==> src/rtl/pbfx_pkg.sv <==
// types and constants shared by the protobuf field extractor
package pbfx_pkg;

    typedef struct packed {
        logic [7:0] data_byte;
        logic       end_of_buffer;
    } pbfx_item_t;

    typedef struct packed {
        logic [2:0]  status;
        logic [31:0] value;
        logic [7:0]  payload_length;
        logic [7:0]  value_offset;
        logic        last_result;
    } pbfx_result_t;

    localparam logic [2:0] ST_VARINT     = 3'd0;
    localparam logic [2:0] ST_PAYLOAD    = 3'd1;
    localparam logic [2:0] ST_EMPTY      = 3'd2;
    localparam logic [2:0] ST_NOT_FOUND  = 3'd3;
    localparam logic [2:0] ST_BAD_WIRE   = 3'd4;
    localparam logic [2:0] ST_TRUNCATED  = 3'd5;

    localparam logic [2:0] PH_TAG      = 3'd0;
    localparam logic [2:0] PH_TAG2     = 3'd1;
    localparam logic [2:0] PH_VAR_SKIP = 3'd2;
    localparam logic [2:0] PH_VAR_HIT  = 3'd3;
    localparam logic [2:0] PH_LEN_SKIP = 3'd4;
    localparam logic [2:0] PH_LEN_HIT  = 3'd5;
    localparam logic [2:0] PH_PAYLOAD  = 3'd6;
    localparam logic [2:0] PH_SKIP     = 3'd7;

    localparam logic [2:0] WIRE_VARINT = 3'd0;
    localparam logic [2:0] WIRE_LENGTH = 3'd2;

    localparam logic [7:0] TARGET_RESET   = 8'd15;
    localparam logic [7:0] VARINT_LENGTH  = 8'd4;
    localparam logic [2:0] VARINT_GROUPS  = 3'd5;

    typedef struct packed {
        logic step;
        logic space;
    } pbfx_flow_t;

endpackage

==> src/rtl/pbfx_input_reg.sv <==
// input register holding one byte transaction for the parser
module pbfx_input_reg (
    input  logic                clk,
    input  logic                rst_n,
    input  logic                in_valid,
    output logic                in_stall,
    input  pbfx_pkg::pbfx_item_t in_item,
    input  pbfx_pkg::pbfx_flow_t flow,
    output logic                item_valid,
    output pbfx_pkg::pbfx_item_t item
);
    import pbfx_pkg::*;

    logic       valid_reg;
    pbfx_item_t item_reg;

    assign in_stall   = valid_reg && !flow.step;
    assign item_valid = valid_reg;
    assign item       = item_reg;

    always_ff @(posedge clk or negedge rst_n)
    begin
        if (!rst_n)
        begin
            valid_reg <= 1'b0;
        end
        else if (!in_stall)
        begin
            valid_reg <= in_valid;
        end
    end

    always_ff @(posedge clk)
    begin
        if (!in_stall && in_valid)
        begin
            item_reg <= in_item;
        end
    end

endmodule

==> src/rtl/pbfx_parser.sv <==
// wire-format parser state and combinational next-state and result logic
module pbfx_parser #(
    parameter int MAX_BUFFER_BYTES = 255
) (
    input  logic                  clk,
    input  logic                  rst_n,
    input  pbfx_pkg::pbfx_flow_t  flow,
    input  pbfx_pkg::pbfx_item_t  item,
    input  logic [7:0]            target_field,
    output logic                  res_valid,
    output pbfx_pkg::pbfx_result_t res
);
    import pbfx_pkg::*;

    localparam logic [7:0] MAX_POS = 8'(MAX_BUFFER_BYTES);

    logic [2:0]  phase_reg,     phase_next;
    logic [7:0]  field_reg,     field_next;
    logic [2:0]  wire_reg,      wire_next;
    logic [31:0] accum_reg,     accum_next;
    logic [2:0]  groups_reg,    groups_next;
    logic [7:0]  remain_reg,    remain_next;
    logic [7:0]  pos_reg,       pos_next;
    logic [7:0]  match_reg,     match_next;
    logic        done_reg,      done_next;

    logic [7:0]  b;
    logic        eob;
    logic [7:0]  next_pos;
    logic [2:0]  disp_kind;
    logic [7:0]  disp_field;
    logic        disp_en;
    logic [31:0] group_bits;
    logic        pay_last;

    assign b   = item.data_byte;
    assign eob = item.end_of_buffer;

    always_comb
    begin
        next_pos = (pos_reg < MAX_POS) ? pos_reg + 8'd1 : MAX_POS;

        phase_next  = phase_reg;
        field_next  = field_reg;
        wire_next   = wire_reg;
        accum_next  = accum_reg;
        groups_next = groups_reg;
        remain_next = remain_reg;
        pos_next    = next_pos;
        match_next  = match_reg;
        done_next   = done_reg;

        res_valid = 1'b0;
        res       = '0;

        disp_en    = 1'b0;
        disp_kind  = b[2:0];
        disp_field = {4'd0, b[6:3]};
        pay_last   = (remain_reg <= 8'd1);

        unique case (groups_reg)
            3'd0:    group_bits = {25'd0, b[6:0]};
            3'd1:    group_bits = {18'd0, b[6:0], 7'd0};
            3'd2:    group_bits = {11'd0, b[6:0], 14'd0};
            3'd3:    group_bits = {4'd0, b[6:0], 21'd0};
            3'd4:    group_bits = {b[3:0], 28'd0};
            default: group_bits = '0;
        endcase

        if (!done_reg)
        begin
            unique case (phase_reg)
                PH_TAG:
                begin
                    if (b[7])
                    begin
                        field_next = {4'd0, b[6:3]};
                        wire_next  = b[2:0];
                        phase_next = PH_TAG2;
                    end
                    else
                    begin
                        disp_en = 1'b1;
                    end
                end
                PH_TAG2:
                begin
                    disp_en    = 1'b1;
                    disp_kind  = wire_reg;
                    disp_field = field_reg | {b[3:0], 4'd0};
                end
                PH_VAR_SKIP:
                begin
                    if (!b[7])
                    begin
                        phase_next = PH_TAG;
                    end
                end
                PH_VAR_HIT:
                begin
                    if (groups_reg < VARINT_GROUPS)
                    begin
                        accum_next  = accum_reg + group_bits;
                        groups_next = groups_reg + 3'd1;
                    end
                    if (!b[7])
                    begin
                        done_next = 1'b1;
                        res_valid = 1'b1;
                        res = '{ST_VARINT, accum_next, VARINT_LENGTH, match_reg, 1'b1};
                    end
                end
                PH_LEN_SKIP:
                begin
                    if (b != 8'd0)
                    begin
                        remain_next = b;
                        phase_next  = PH_SKIP;
                    end
                    else
                    begin
                        phase_next = PH_TAG;
                    end
                end
                PH_LEN_HIT:
                begin
                    if (b == 8'd0)
                    begin
                        done_next = 1'b1;
                        res_valid = 1'b1;
                        res = '{ST_EMPTY, 32'd0, 8'd0, match_reg, 1'b1};
                    end
                    else
                    begin
                        remain_next = b;
                        accum_next  = {24'd0, b};
                        phase_next  = PH_PAYLOAD;
                    end
                end
                PH_PAYLOAD:
                begin
                    res_valid = 1'b1;
                    res = '{ST_PAYLOAD, {24'd0, b}, accum_reg[7:0], match_reg, pay_last};
                    if (remain_reg != 8'd0)
                    begin
                        remain_next = remain_reg - 8'd1;
                    end
                    if (pay_last)
                    begin
                        done_next = 1'b1;
                    end
                end
                PH_SKIP:
                begin
                    if (remain_reg != 8'd0)
                    begin
                        remain_next = remain_reg - 8'd1;
                    end
                    if (remain_next == 8'd0)
                    begin
                        phase_next = PH_TAG;
                    end
                end
            endcase

            if (disp_en)
            begin
                field_next = disp_field;
                if (disp_kind != WIRE_VARINT && disp_kind != WIRE_LENGTH)
                begin
                    done_next = 1'b1;
                    res_valid = 1'b1;
                    res = '{ST_BAD_WIRE, 32'd0, 8'd0, 8'd0, 1'b1};
                end
                else
                begin
                    match_next  = next_pos;
                    accum_next  = '0;
                    groups_next = '0;
                    if (disp_kind == WIRE_VARINT)
                    begin
                        phase_next = (disp_field == target_field) ? PH_VAR_HIT : PH_VAR_SKIP;
                    end
                    else
                    begin
                        phase_next = (disp_field == target_field) ? PH_LEN_HIT : PH_LEN_SKIP;
                    end
                end
            end
        end

        if (eob)
        begin
            if (!done_reg)
            begin
                if (res_valid)
                begin
                    if (!res.last_result)
                    begin
                        res = '{ST_TRUNCATED, {24'd0, b}, accum_next[7:0], match_next, 1'b1};
                    end
                end
                else
                begin
                    res_valid = 1'b1;
                    priority if (phase_next == PH_VAR_HIT)
                    begin
                        res = '{ST_TRUNCATED, 32'd0, VARINT_LENGTH, match_next, 1'b1};
                    end
                    else if (phase_next == PH_LEN_HIT)
                    begin
                        res = '{ST_TRUNCATED, 32'd0, 8'd0, match_next, 1'b1};
                    end
                    else if (phase_next == PH_PAYLOAD)
                    begin
                        res = '{ST_TRUNCATED, 32'd0, accum_next[7:0], match_next, 1'b1};
                    end
                    else
                    begin
                        res = '{ST_NOT_FOUND, 32'd0, 8'd0, 8'd0, 1'b1};
                    end
                end
            end
            phase_next  = PH_TAG;
            field_next  = '0;
            wire_next   = '0;
            accum_next  = '0;
            groups_next = '0;
            remain_next = '0;
            pos_next    = '0;
            match_next  = '0;
            done_next   = 1'b0;
        end
    end

    always_ff @(posedge clk or negedge rst_n)
    begin
        if (!rst_n)
        begin
            phase_reg  <= PH_TAG;
            field_reg  <= '0;
            wire_reg   <= '0;
            accum_reg  <= '0;
            groups_reg <= '0;
            remain_reg <= '0;
            pos_reg    <= '0;
            match_reg  <= '0;
            done_reg   <= 1'b0;
        end
        else if (flow.step)
        begin
            phase_reg  <= phase_next;
            field_reg  <= field_next;
            wire_reg   <= wire_next;
            accum_reg  <= accum_next;
            groups_reg <= groups_next;
            remain_reg <= remain_next;
            pos_reg    <= pos_next;
            match_reg  <= match_next;
            done_reg   <= done_next;
        end
    end

endmodule

==> src/rtl/pbfx_output_reg.sv <==
// result register presenting one result transaction downstream
module pbfx_output_reg (
    input  logic                   clk,
    input  logic                   rst_n,
    input  logic                   item_valid,
    input  logic                   res_valid,
    input  pbfx_pkg::pbfx_result_t res,
    output pbfx_pkg::pbfx_flow_t   flow,
    output logic                   out_valid,
    input  logic                   out_stall,
    output pbfx_pkg::pbfx_result_t out_item
);
    import pbfx_pkg::*;

    logic         valid_reg;
    pbfx_result_t res_reg;

    assign flow.space = !valid_reg || !out_stall;
    assign flow.step  = item_valid && flow.space;
    assign out_valid  = valid_reg;
    assign out_item   = res_reg;

    always_ff @(posedge clk or negedge rst_n)
    begin
        if (!rst_n)
        begin
            valid_reg <= 1'b0;
        end
        else if (flow.step)
        begin
            valid_reg <= res_valid;
        end
        else if (!out_stall)
        begin
            valid_reg <= 1'b0;
        end
    end

    always_ff @(posedge clk)
    begin
        if (flow.step && res_valid)
        begin
            res_reg <= res;
        end
    end

endmodule

==> src/rtl/protobuf_field_extractor.sv <==
// top level of the protobuf field extractor
// Takes one buffer byte per cycle and sustains one byte per cycle for as long as
// the result side is not stalled; an accepted byte is held in the input register,
// the parser works on it combinationally, and its result is captured in the result
// register and presented from there. At most one result comes from each byte.
// target_field may be written only while no byte is in flight.
module protobuf_field_extractor #(
    parameter int MAX_BUFFER_BYTES = 255
) (
    input  logic                   clk,
    input  logic                   rst_n,
    input  logic                   in_valid,
    output logic                   in_stall,
    input  pbfx_pkg::pbfx_item_t   in_item,
    output logic                   out_valid,
    input  logic                   out_stall,
    output pbfx_pkg::pbfx_result_t out_item,
    input  logic                   cfg_valid,
    output logic                   cfg_ready,
    input  logic [7:0]             cfg_data
);
    import pbfx_pkg::*;

    logic         cfg_write;
    logic [7:0]   target_field_reg;
    pbfx_flow_t   flow;
    logic         item_valid;
    pbfx_item_t   item;
    logic         res_valid;
    pbfx_result_t res;

    assign cfg_ready = 1'b1;
    assign cfg_write = cfg_valid && cfg_ready;

    always_ff @(posedge clk or negedge rst_n)
    begin
        if (!rst_n)
        begin
            target_field_reg <= TARGET_RESET;
        end
        else if (cfg_write)
        begin
            target_field_reg <= cfg_data;
        end
    end

    pbfx_input_reg u_in (
        .clk        (clk),
        .rst_n      (rst_n),
        .in_valid   (in_valid),
        .in_stall   (in_stall),
        .in_item    (in_item),
        .flow       (flow),
        .item_valid (item_valid),
        .item       (item)
    );

    pbfx_parser #(
        .MAX_BUFFER_BYTES (MAX_BUFFER_BYTES)
    ) u_parser (
        .clk          (clk),
        .rst_n        (rst_n),
        .flow         (flow),
        .item         (item),
        .target_field (target_field_reg),
        .res_valid    (res_valid),
        .res          (res)
    );

    pbfx_output_reg u_out (
        .clk        (clk),
        .rst_n      (rst_n),
        .item_valid (item_valid),
        .res_valid  (res_valid),
        .res        (res),
        .flow       (flow),
        .out_valid  (out_valid),
        .out_stall  (out_stall),
        .out_item   (out_item)
    );

endmodule

==> config.mk <==
export PLATFORM = sky130hd
export DESIGN_NAME = protobuf_field_extractor
export DESIGN_NICKNAME = d
export VERILOG_FILES = /design/src/rtl/pbfx_pkg.sv /design/src/rtl/pbfx_input_reg.sv /design/src/rtl/pbfx_parser.sv /design/src/rtl/pbfx_output_reg.sv /design/src/rtl/protobuf_field_extractor.sv
export SDC_FILE = /design/constraint.sdc
export NUM_CORES = 1
export LEC_CHECK = 0
export BUFFER_PORTS_ARGS = -buffer_cell sky130_fd_sc_hd__buf_4
export CELL_PAD_IN_SITES_DETAIL_PLACEMENT = 1
export CELL_PAD_IN_SITES_GLOBAL_PLACEMENT = 1
export CORE_ASPECT_RATIO = 0.7
export CORE_UTILIZATION = 40
export CTS_BUF_LIST = sky130_fd_sc_hd__clkbuf_4 sky130_fd_sc_hd__clkbuf_8
export DETAILED_ROUTE_END_ITERATION = 10
export HOLD_SLACK_MARGIN = 0.05
export PLACE_DENSITY = 0.8
export SLEW_MARGIN = 20
export SYNTH_ARGS = -nofsm -noshare
export SYNTH_HDL_FRONTEND = slang
export SYNTH_SLANG_ARGS = --single-unit
export TNS_END_PERCENT = 50
==> constraint.sdc <==
create_clock -name clk -period 8 [get_ports clk]
set_input_delay 0.4 -clock clk [delete_from_list [all_inputs] [get_ports clk]]
set_output_delay 0.4 -clock clk [all_outputs]
set_load 0.02 [all_outputs]
# Yosys cells after proc, flatten, opt, wreduce, memory -nomap -nowiden
# Index checks and enable logic that the tools add are counted.
[op_classes] addsub=4 order_cmp=3 eq_ne=20 mux=85 n_bitwise=1 reduce_logical=27
[op_table] cell="two-way mux 52 bit" n=10
[op_table] cell="two-way mux 32 bit" n=6
[op_table] cell="two-way mux 8 bit" n=20
[op_table] cell="one-hot mux 32 bit (5 select lines)" n=1
[op_table] cell="one-hot mux 52 bit (3 select lines)" n=1
[op_table] cell="two-way mux 3 bit" n=22
[op_table] cell="one-hot mux 32 bit (2 select lines)" n=1
[op_table] cell="two-way mux 51 bit" n=1
[op_table] cell="two-way mux 49 bit" n=1
[op_table] cell="adder 32 bit" n=1
[op_table] cell="one-hot mux 8 bit (4 select lines)" n=1
[op_table] cell="== test 3 bit, second input constant" n=7
[op_table] cell="two-way mux 1 bit" n=17
[op_table] cell="zero test 8 bit" n=2
[op_table] cell="nonzero test 8 bit" n=2
[op_table] cell="== test 3 x 2 -> 1 bit, second input constant" n=5
[op_table] cell="one-hot mux 3 bit (5 select lines)" n=1
[op_table] cell="zero test 3 bit" n=3
[op_table] cell="nonzero test 3 bit" n=3
[op_table] cell="adder 8 x 1 -> 8 bit, second input constant" n=1
[op_table] cell="== test 8 bit" n=1
[op_table] cell="<= comparator 8 x 1 -> 1 bit, second input constant" n=1
[op_table] cell="< comparator 8 bit, second input constant" n=1
[op_table] cell="bitwise OR 8 bit" n=1
[op_table] cell="other kinds (18)" n=30
[word_totals] reg_bits=145 in_bits=22 output_inout_bits=55

# Logic depth before layout (Yosys ltp)
[logic_depth] word_depth=17 mapped_depth=16

# By module
# Synthesis repeated with hierarchy kept, for this count alone.
[unflattened] hier_cells=1021 area_unflattened_um2=9310.2
[modules_own_cells] mod="pbfx_parser" instances=1 cells_per_inst=930 area_each_um2=7023.0 seq_area_each_um2=1851.8
[modules_own_cells] mod="pbfx_output_reg" instances=1 cells_per_inst=58 area_each_um2=1611.5 seq_area_each_um2=1586.5
[modules_own_cells] mod="protobuf_field_extractor" instances=1 cells_per_inst=19 area_each_um2=347.8 seq_area_each_um2=205.2
[modules_own_cells] mod="pbfx_input_reg" instances=1 cells_per_inst=14 area_each_um2=327.8 seq_area_each_um2=295.3

# Worst setup path before layout
# No wires, ideal clock.
[synth_timing] kind="register to register" from="reg u_parser.phase_reg[1]" to="reg u_out.res_reg, in the netlist u_out.out_item[0], enable pin" setup_time_ns=0.526 arrival_time_ns=5.213 slack_ns=2.262 stages_incl_launch_ff=6 synth_period_minus_slack_ns=5.738 path_cell_list="dfrtp_1 nor3b_4 mux2_4 o21ai_0 nor2_1 nor3_1"
[synth_between] elab_chain_cells=11 elab_cells_between_ends=19 classes_between="eq/ne (5); mux (10); reduce/logical (4)"
[synth_lines] item="start, declared" line_no="pbfx_parser.sv:17" text="logic [2:0] phase_reg, phase_next;"
[synth_lines] item="start signal, assigned" line_no="pbfx_parser.sv:252" text="phase_reg <= phase_next;"
[synth_lines] item="== test 3 x 1 -> 1 bit" line_no="pbfx_parser.sv:72" text="unique case (phase_reg)"
[synth_lines] item="two-way mux 3 bit" line_no="pbfx_parser.sv:72"
[synth_lines] item="two-way mux 3 bit" line_no="pbfx_parser.sv:70" text="if (!done_reg)"
[synth_lines] item="!= test 3 x 2 -> 1 bit or nonzero test 3 bit (tied branches)" line_no="pbfx_parser.sv:169" text="if (disp_kind != WIRE_VARINT && disp_kind != WIRE_LENGTH)"
[synth_lines] item="logical AND 1 bit" line_no="pbfx_parser.sv:169"
[synth_lines] item="two-way mux 1 bit" line_no="pbfx_parser.sv:169"
[synth_lines] item="two-way mux 1 bit *" line_no="pbfx_parser.sv:166" text="if (disp_en)"
[synth_lines] item="two-way mux 1 bit *" line_no="pbfx_parser.sv:70"
[synth_lines] item="two-way mux 1 bit" line_no="pbfx_parser.sv:194" text="if (!done_reg)"
[synth_lines] item="two-way mux 1 bit *" line_no="pbfx_parser.sv:192" text="if (eob)"
[synth_lines] item="logical AND 1 bit *" line_no="pbfx_output_reg.sv:41" text="if (flow.step && res_valid)"
[synth_lines] item="end signal, assigned" line_no="pbfx_output_reg.sv:43" text="res_reg <= res;"
[synth_lines] item="end, declared" line_no="pbfx_output_reg.sv:16" text="pbfx_result_t res_reg;"
# Every way passes the cells marked *; elsewhere a longest branch is shown, timed or not. The select of a mux whose other input is x is not followed.
# A chain may end at the register's enable or synchronous reset.

# Worst setup path in the final report
[layout_timing] from="reg u_parser.groups_reg[1]" to="reg u_parser.accum_reg[28]"
[layout_between] elab_chain_cells=9 elab_cells_between_ends=14 classes_between="add/sub (1); order compare (1); eq/ne (4); mux (7); reduce/logical (1)"
[layout_lines] item="start, declared" line_no="pbfx_parser.sv:21" text="logic [2:0] groups_reg, groups_next;"
[layout_lines] item="start signal, assigned" line_no="pbfx_parser.sv:256" text="groups_reg <= groups_next;"
[layout_lines] item="== test 3 bit (tied with other cells)" line_no="pbfx_parser.sv:61" text="unique case (groups_reg)"
[layout_lines] item="one-hot mux 32 bit (5 select lines)" line_no="pbfx_parser.sv:61"
[layout_lines] item="adder 32 bit" line_no="pbfx_parser.sv:103" text="accum_next = accum_reg + group_bits;"
[layout_lines] item="two-way mux 32 bit *" line_no="pbfx_parser.sv:101" text="if (groups_reg < VARINT_GROUPS)"
[layout_lines] item="one-hot mux 32 bit (2 select lines) *" line_no="pbfx_parser.sv:72"
[layout_lines] item="two-way mux 32 bit" line_no="pbfx_parser.sv:169"
[layout_lines] item="two-way mux 32 bit *" line_no="pbfx_parser.sv:166"
[layout_lines] item="two-way mux 32 bit *" line_no="pbfx_parser.sv:70"
[layout_lines] item="two-way mux 32 bit *" line_no="pbfx_parser.sv:192"
[layout_lines] item="end signal, assigned" line_no="pbfx_parser.sv:255" text="accum_reg <= accum_next;"
[layout_lines] item="end, declared" line_no="pbfx_parser.sv:20" text="logic [31:0] accum_reg, accum_next;"
# Marks and branches as above.

==> results by group <==
Status
  • Outcome: finished, final reports clean

Route
  • Routed WL per cell: 21.23 um
  • Vias per Instance: 6.003
  • First-pass detailed-route iteration total: 5
  • Iter 0 DRT Violations: 829
  • Post-route ant nets: 0
  • Post-route DRC: 0
  • Routed WL: 30.49 mm
  • Vias post-DR: 8,621

Floorplan
  • Die area: 24,280 um^2
  • Initial core utilization: 0.4130
  • Die W: 185.8 um
  • Die Ht: 130.7 um
  • Total core area: 22,910 um^2
  • Ports: 77
  • # rows: 46

Power
  • Clock share of power: 0.208
  • Sequential power share: 0.376
  • Comb pwr share: 0.415
  • Int Pwr: 1.654 mW
  • Sw frac: 0.4305
  • Power density over the cells: 271.4 nW/um^2
  • Static leakage: 4.513 nW
  • Max VDD drop: 0.1441 mV
  • Psw: 1.250 mW

STA
  • Setup TNS: 0 ns
  • Final setup skew: 0.02449 ns
  • Hold Vio Cnt, Final: 0
  • Hold Slack: 0.09333 ns
  • Worst slew pin tran: 1.054 ns
  • Final min period: 4.346 ns
  • RSZ-0062 raised after global routing: no
  • Final period utilization: 0.5433
  • Slew Viols, Final: 0
  • Highest achievable clock rate: 0.2301 GHz
  • Final setup viols: 0
  • Slew margin rel.: 0.2919

Global routing
  • Largest net degree at the start of global routing: 65
  • Grt total ovfl: 0
  • Global-route wire length before repair: 48.36 mm
  • Initial antenna violation count: 0
  • Vias in the first global route: 8,599
  • GRT Overall Usage: 0.2598

Logic synthesis
  • Synth Flop Type: dfrtp_1
  • Cell Area, Synth: 9460 um^2
  • Post-synth net total: 1,128
  • Post-synth EDFFs: 61
  • Total of warnings raised by yosys: 0
  • Syn Area/Cell: 8.883 um^2
  • Register area share after synthesis: 0.4163
  • Synth top area share: 0.2116
  • Seq cells post-synth: 145
  • Leading area contributor after synthesis: dfrtp_1
  • Top cells by area, synth: dfrtp_1, edfxtp_1, nand2_1
  • Post-synthesis async set-or-reset flop share: 0.5793
  • Post-Synthesis Cells: 1,065
  • Cell variety after synth: 80

CTS
  • Worst skew pair latency: 0.49 ns
  • CTS sink cnt: 145
  • Root buffer cell: clkbuf_8
  • CTS H-tree depth: 4
  • Clock buffer depth: 2
  • TritonCTS clock tree: built
  • CTS buffer count: 17
  • Post-CTS setup repair buffer count: 0
  • Clk pin slew, worst setup/hold paths: 0.10 ns

Layout
  • Ant. Diodes: 0
  • Area delta synth->final: 13.12%
  • Nets: 1,174
  • Fin util: 0.4672
  • Register area: 3939 um^2
  • Max reg flops: 52
  • Share of layout cells above drive strength 1: 0.1370
  • Multi-input gate area: 5197 um^2
  • # fillers: 2,774

Setup path
  • Crit end category: flip-flop
  • Worst setup SP type: flip-flop
  • Worst r2r dst: u_parser.accum_reg[28]
  • Critical Path AT: 4.75 ns
  • Worst R2R Start: u_parser.groups_reg[1]
  • Critical path class: flip-flop to flip-flop
  • Worst Path Required: 8.41 ns
  • R2R Setup Slk: 3.65 ns
  • CP endpoint: u_parser.accum_reg[28]
  • Worst-path fanout max: 7
  • FF-to-FF path depth: 16
  • Critical path startpoint: u_parser.groups_reg[1]

Place
  • I/O Buffers: 75
  • HPWL after detailed placement: 21.65 mm
  • RD Place Congestion: 0.9146

Run
  • Max Cap Violations: 0

Hold path
  • Worst Hold Class: primary input to flip-flop
-- how the worst min path moves through the flow --
stage,start,end,cells after the start
floorplan,rst_n,target_field_reg[4],0
global placement,rst_n,u_parser.remain_reg[0],1
detailed placement,rst_n,u_parser.remain_reg[0],1
CTS,in_item[0],u_in.item[0],1
global route,in_item[6],u_in.item[6],1
finish,in_item[0],u_in.item[0],1
-- repair_timing --
action                    4_1_cts  5_1_grt
hold endpoints to repair       16        0
resized for setup               0        0
hold buffers                    1        0
-- critical path, cell delays in order, from the launching register on --
cell and delay [ns]:
dfrtp_1 0.47, inv_1 0.15, ha_1 0.24, nor2b_1 0.36, and2_1 0.19, ha_1 0.20, inv_1 0.08, fa_1 0.44
nand2b_1 0.19, a21oi_1 0.26, o2111ai_1 0.21, a41oi_1 0.39, a31oi_1 0.19, nor2_1 0.13, a311oi_1 0.12, or4b_1 0.54
nand4_1 0.11
-- layout make-up --
type | instances | share of cell area
Tap cell | 312 | 0.03648
Inverter | 23 | 0.008067
Sequential cell | 145 | 0.3681
Multi-Input combinational cell | 832 | 0.4857
Clock buffer | 23 | 0.02666
Clock inverter | 9 | 0.01029
Timing Repair Buffer | 92 | 0.06477
-- synthesized netlist by cell type, drive strengths merged, types with 4 or more instances --
library cell and instances:
nor4 6, or3 5, nand2 143, dfstp 4, nand3 25, xnor2 17, a221oi 4, and2 35
mux2 9, edfxtp 61, or2 5, and3 11, inv 22, o31ai 11, nor2b 12, a31oi 12
a22o 27, a32o 7, xor2 14, ha 40, a211oi 6, buf 7, nand4 8, dfrtp 80
nand2b 8, a22oi 23, clkbuf 58, nor2 87, a32oi 5, o21a 17, a21oi 90, mux2i 15
nor3 22, a21o 15, o22ai 7, o211ai 5, o21ai 92
-- placed cells by master (no fill, tap or decap), types with 14 or more instances in the layout --
cell	n
nand2_1	143
buf_4	91
nor2_1	87
a21oi_1	87
o21ai_0	86
dfrtp_1	80
edfxtp_1	61
ha_1	40
and2_1	35
a22o_1	27
nand3_1	25
a22oi_1	23
inv_1	22
nor3_1	21
clkbuf_8	18
o21a_1	17
xnor2_1	17
mux2i_1	15
a21o_1	15
xor2_1	14
-- through the flow --
step / worst slack (ns) / total power [mW] / cell area, um^2 / instances
global route: 3.301 / 3.054 / 10700 / 1436
global placement: 3.989 / 2.241 / 10300 / 1403
CTS: 3.736 / 2.891 / 10700 / 1436
floorplan: 2.262 / 1.877 / 9460 / 1065
finish: 3.654 / 2.904 / 10700 / 1436
detailed placement: 3.747 / 2.282 / 10300 / 1403
-- kinds of logic (layout without fill, tap and decap cells) --
kind of cell	after synthesis	in the layout	share of synthesized area
AND/OR/NAND/NOR	380	380	0.1903
AO/OA/AOI/OAI	355	355	0.2459
flip-flops	145	145	0.4163
buffers and inverters	88	147	0.03637
adder cells (fa/ha/maj)	41	41	0.05502
XOR/XNOR	31	31	0.02870
multiplexers	24	24	0.02698
other	1	1	0.0003964
-- layer usage --
metal	track usage	vias up	routed length (um)
met5	0	-	0
li1	-	4005	-
met3	0.05349	22	1908
met4	0.05834	0	276
met1	0.3873	4324	15300
met2	0.3839	270	13010
-- power by group through the flow --
stage | registers, mW | clock network, mW | logic [mW]
2_1_floorplan | 1.12 | 0 | 0.754
3_3_place_gp | 1.09 | 0 | 1.15
3_5_place_dp | 1.10 | 0 | 1.18
4_1_cts | 1.09 | 0.614 | 1.19
5_1_grt | 1.11 | 0.641 | 1.30
6_report | 1.09 | 0.604 | 1.21
No activity file was read; power rests on OpenSTA's default activity.
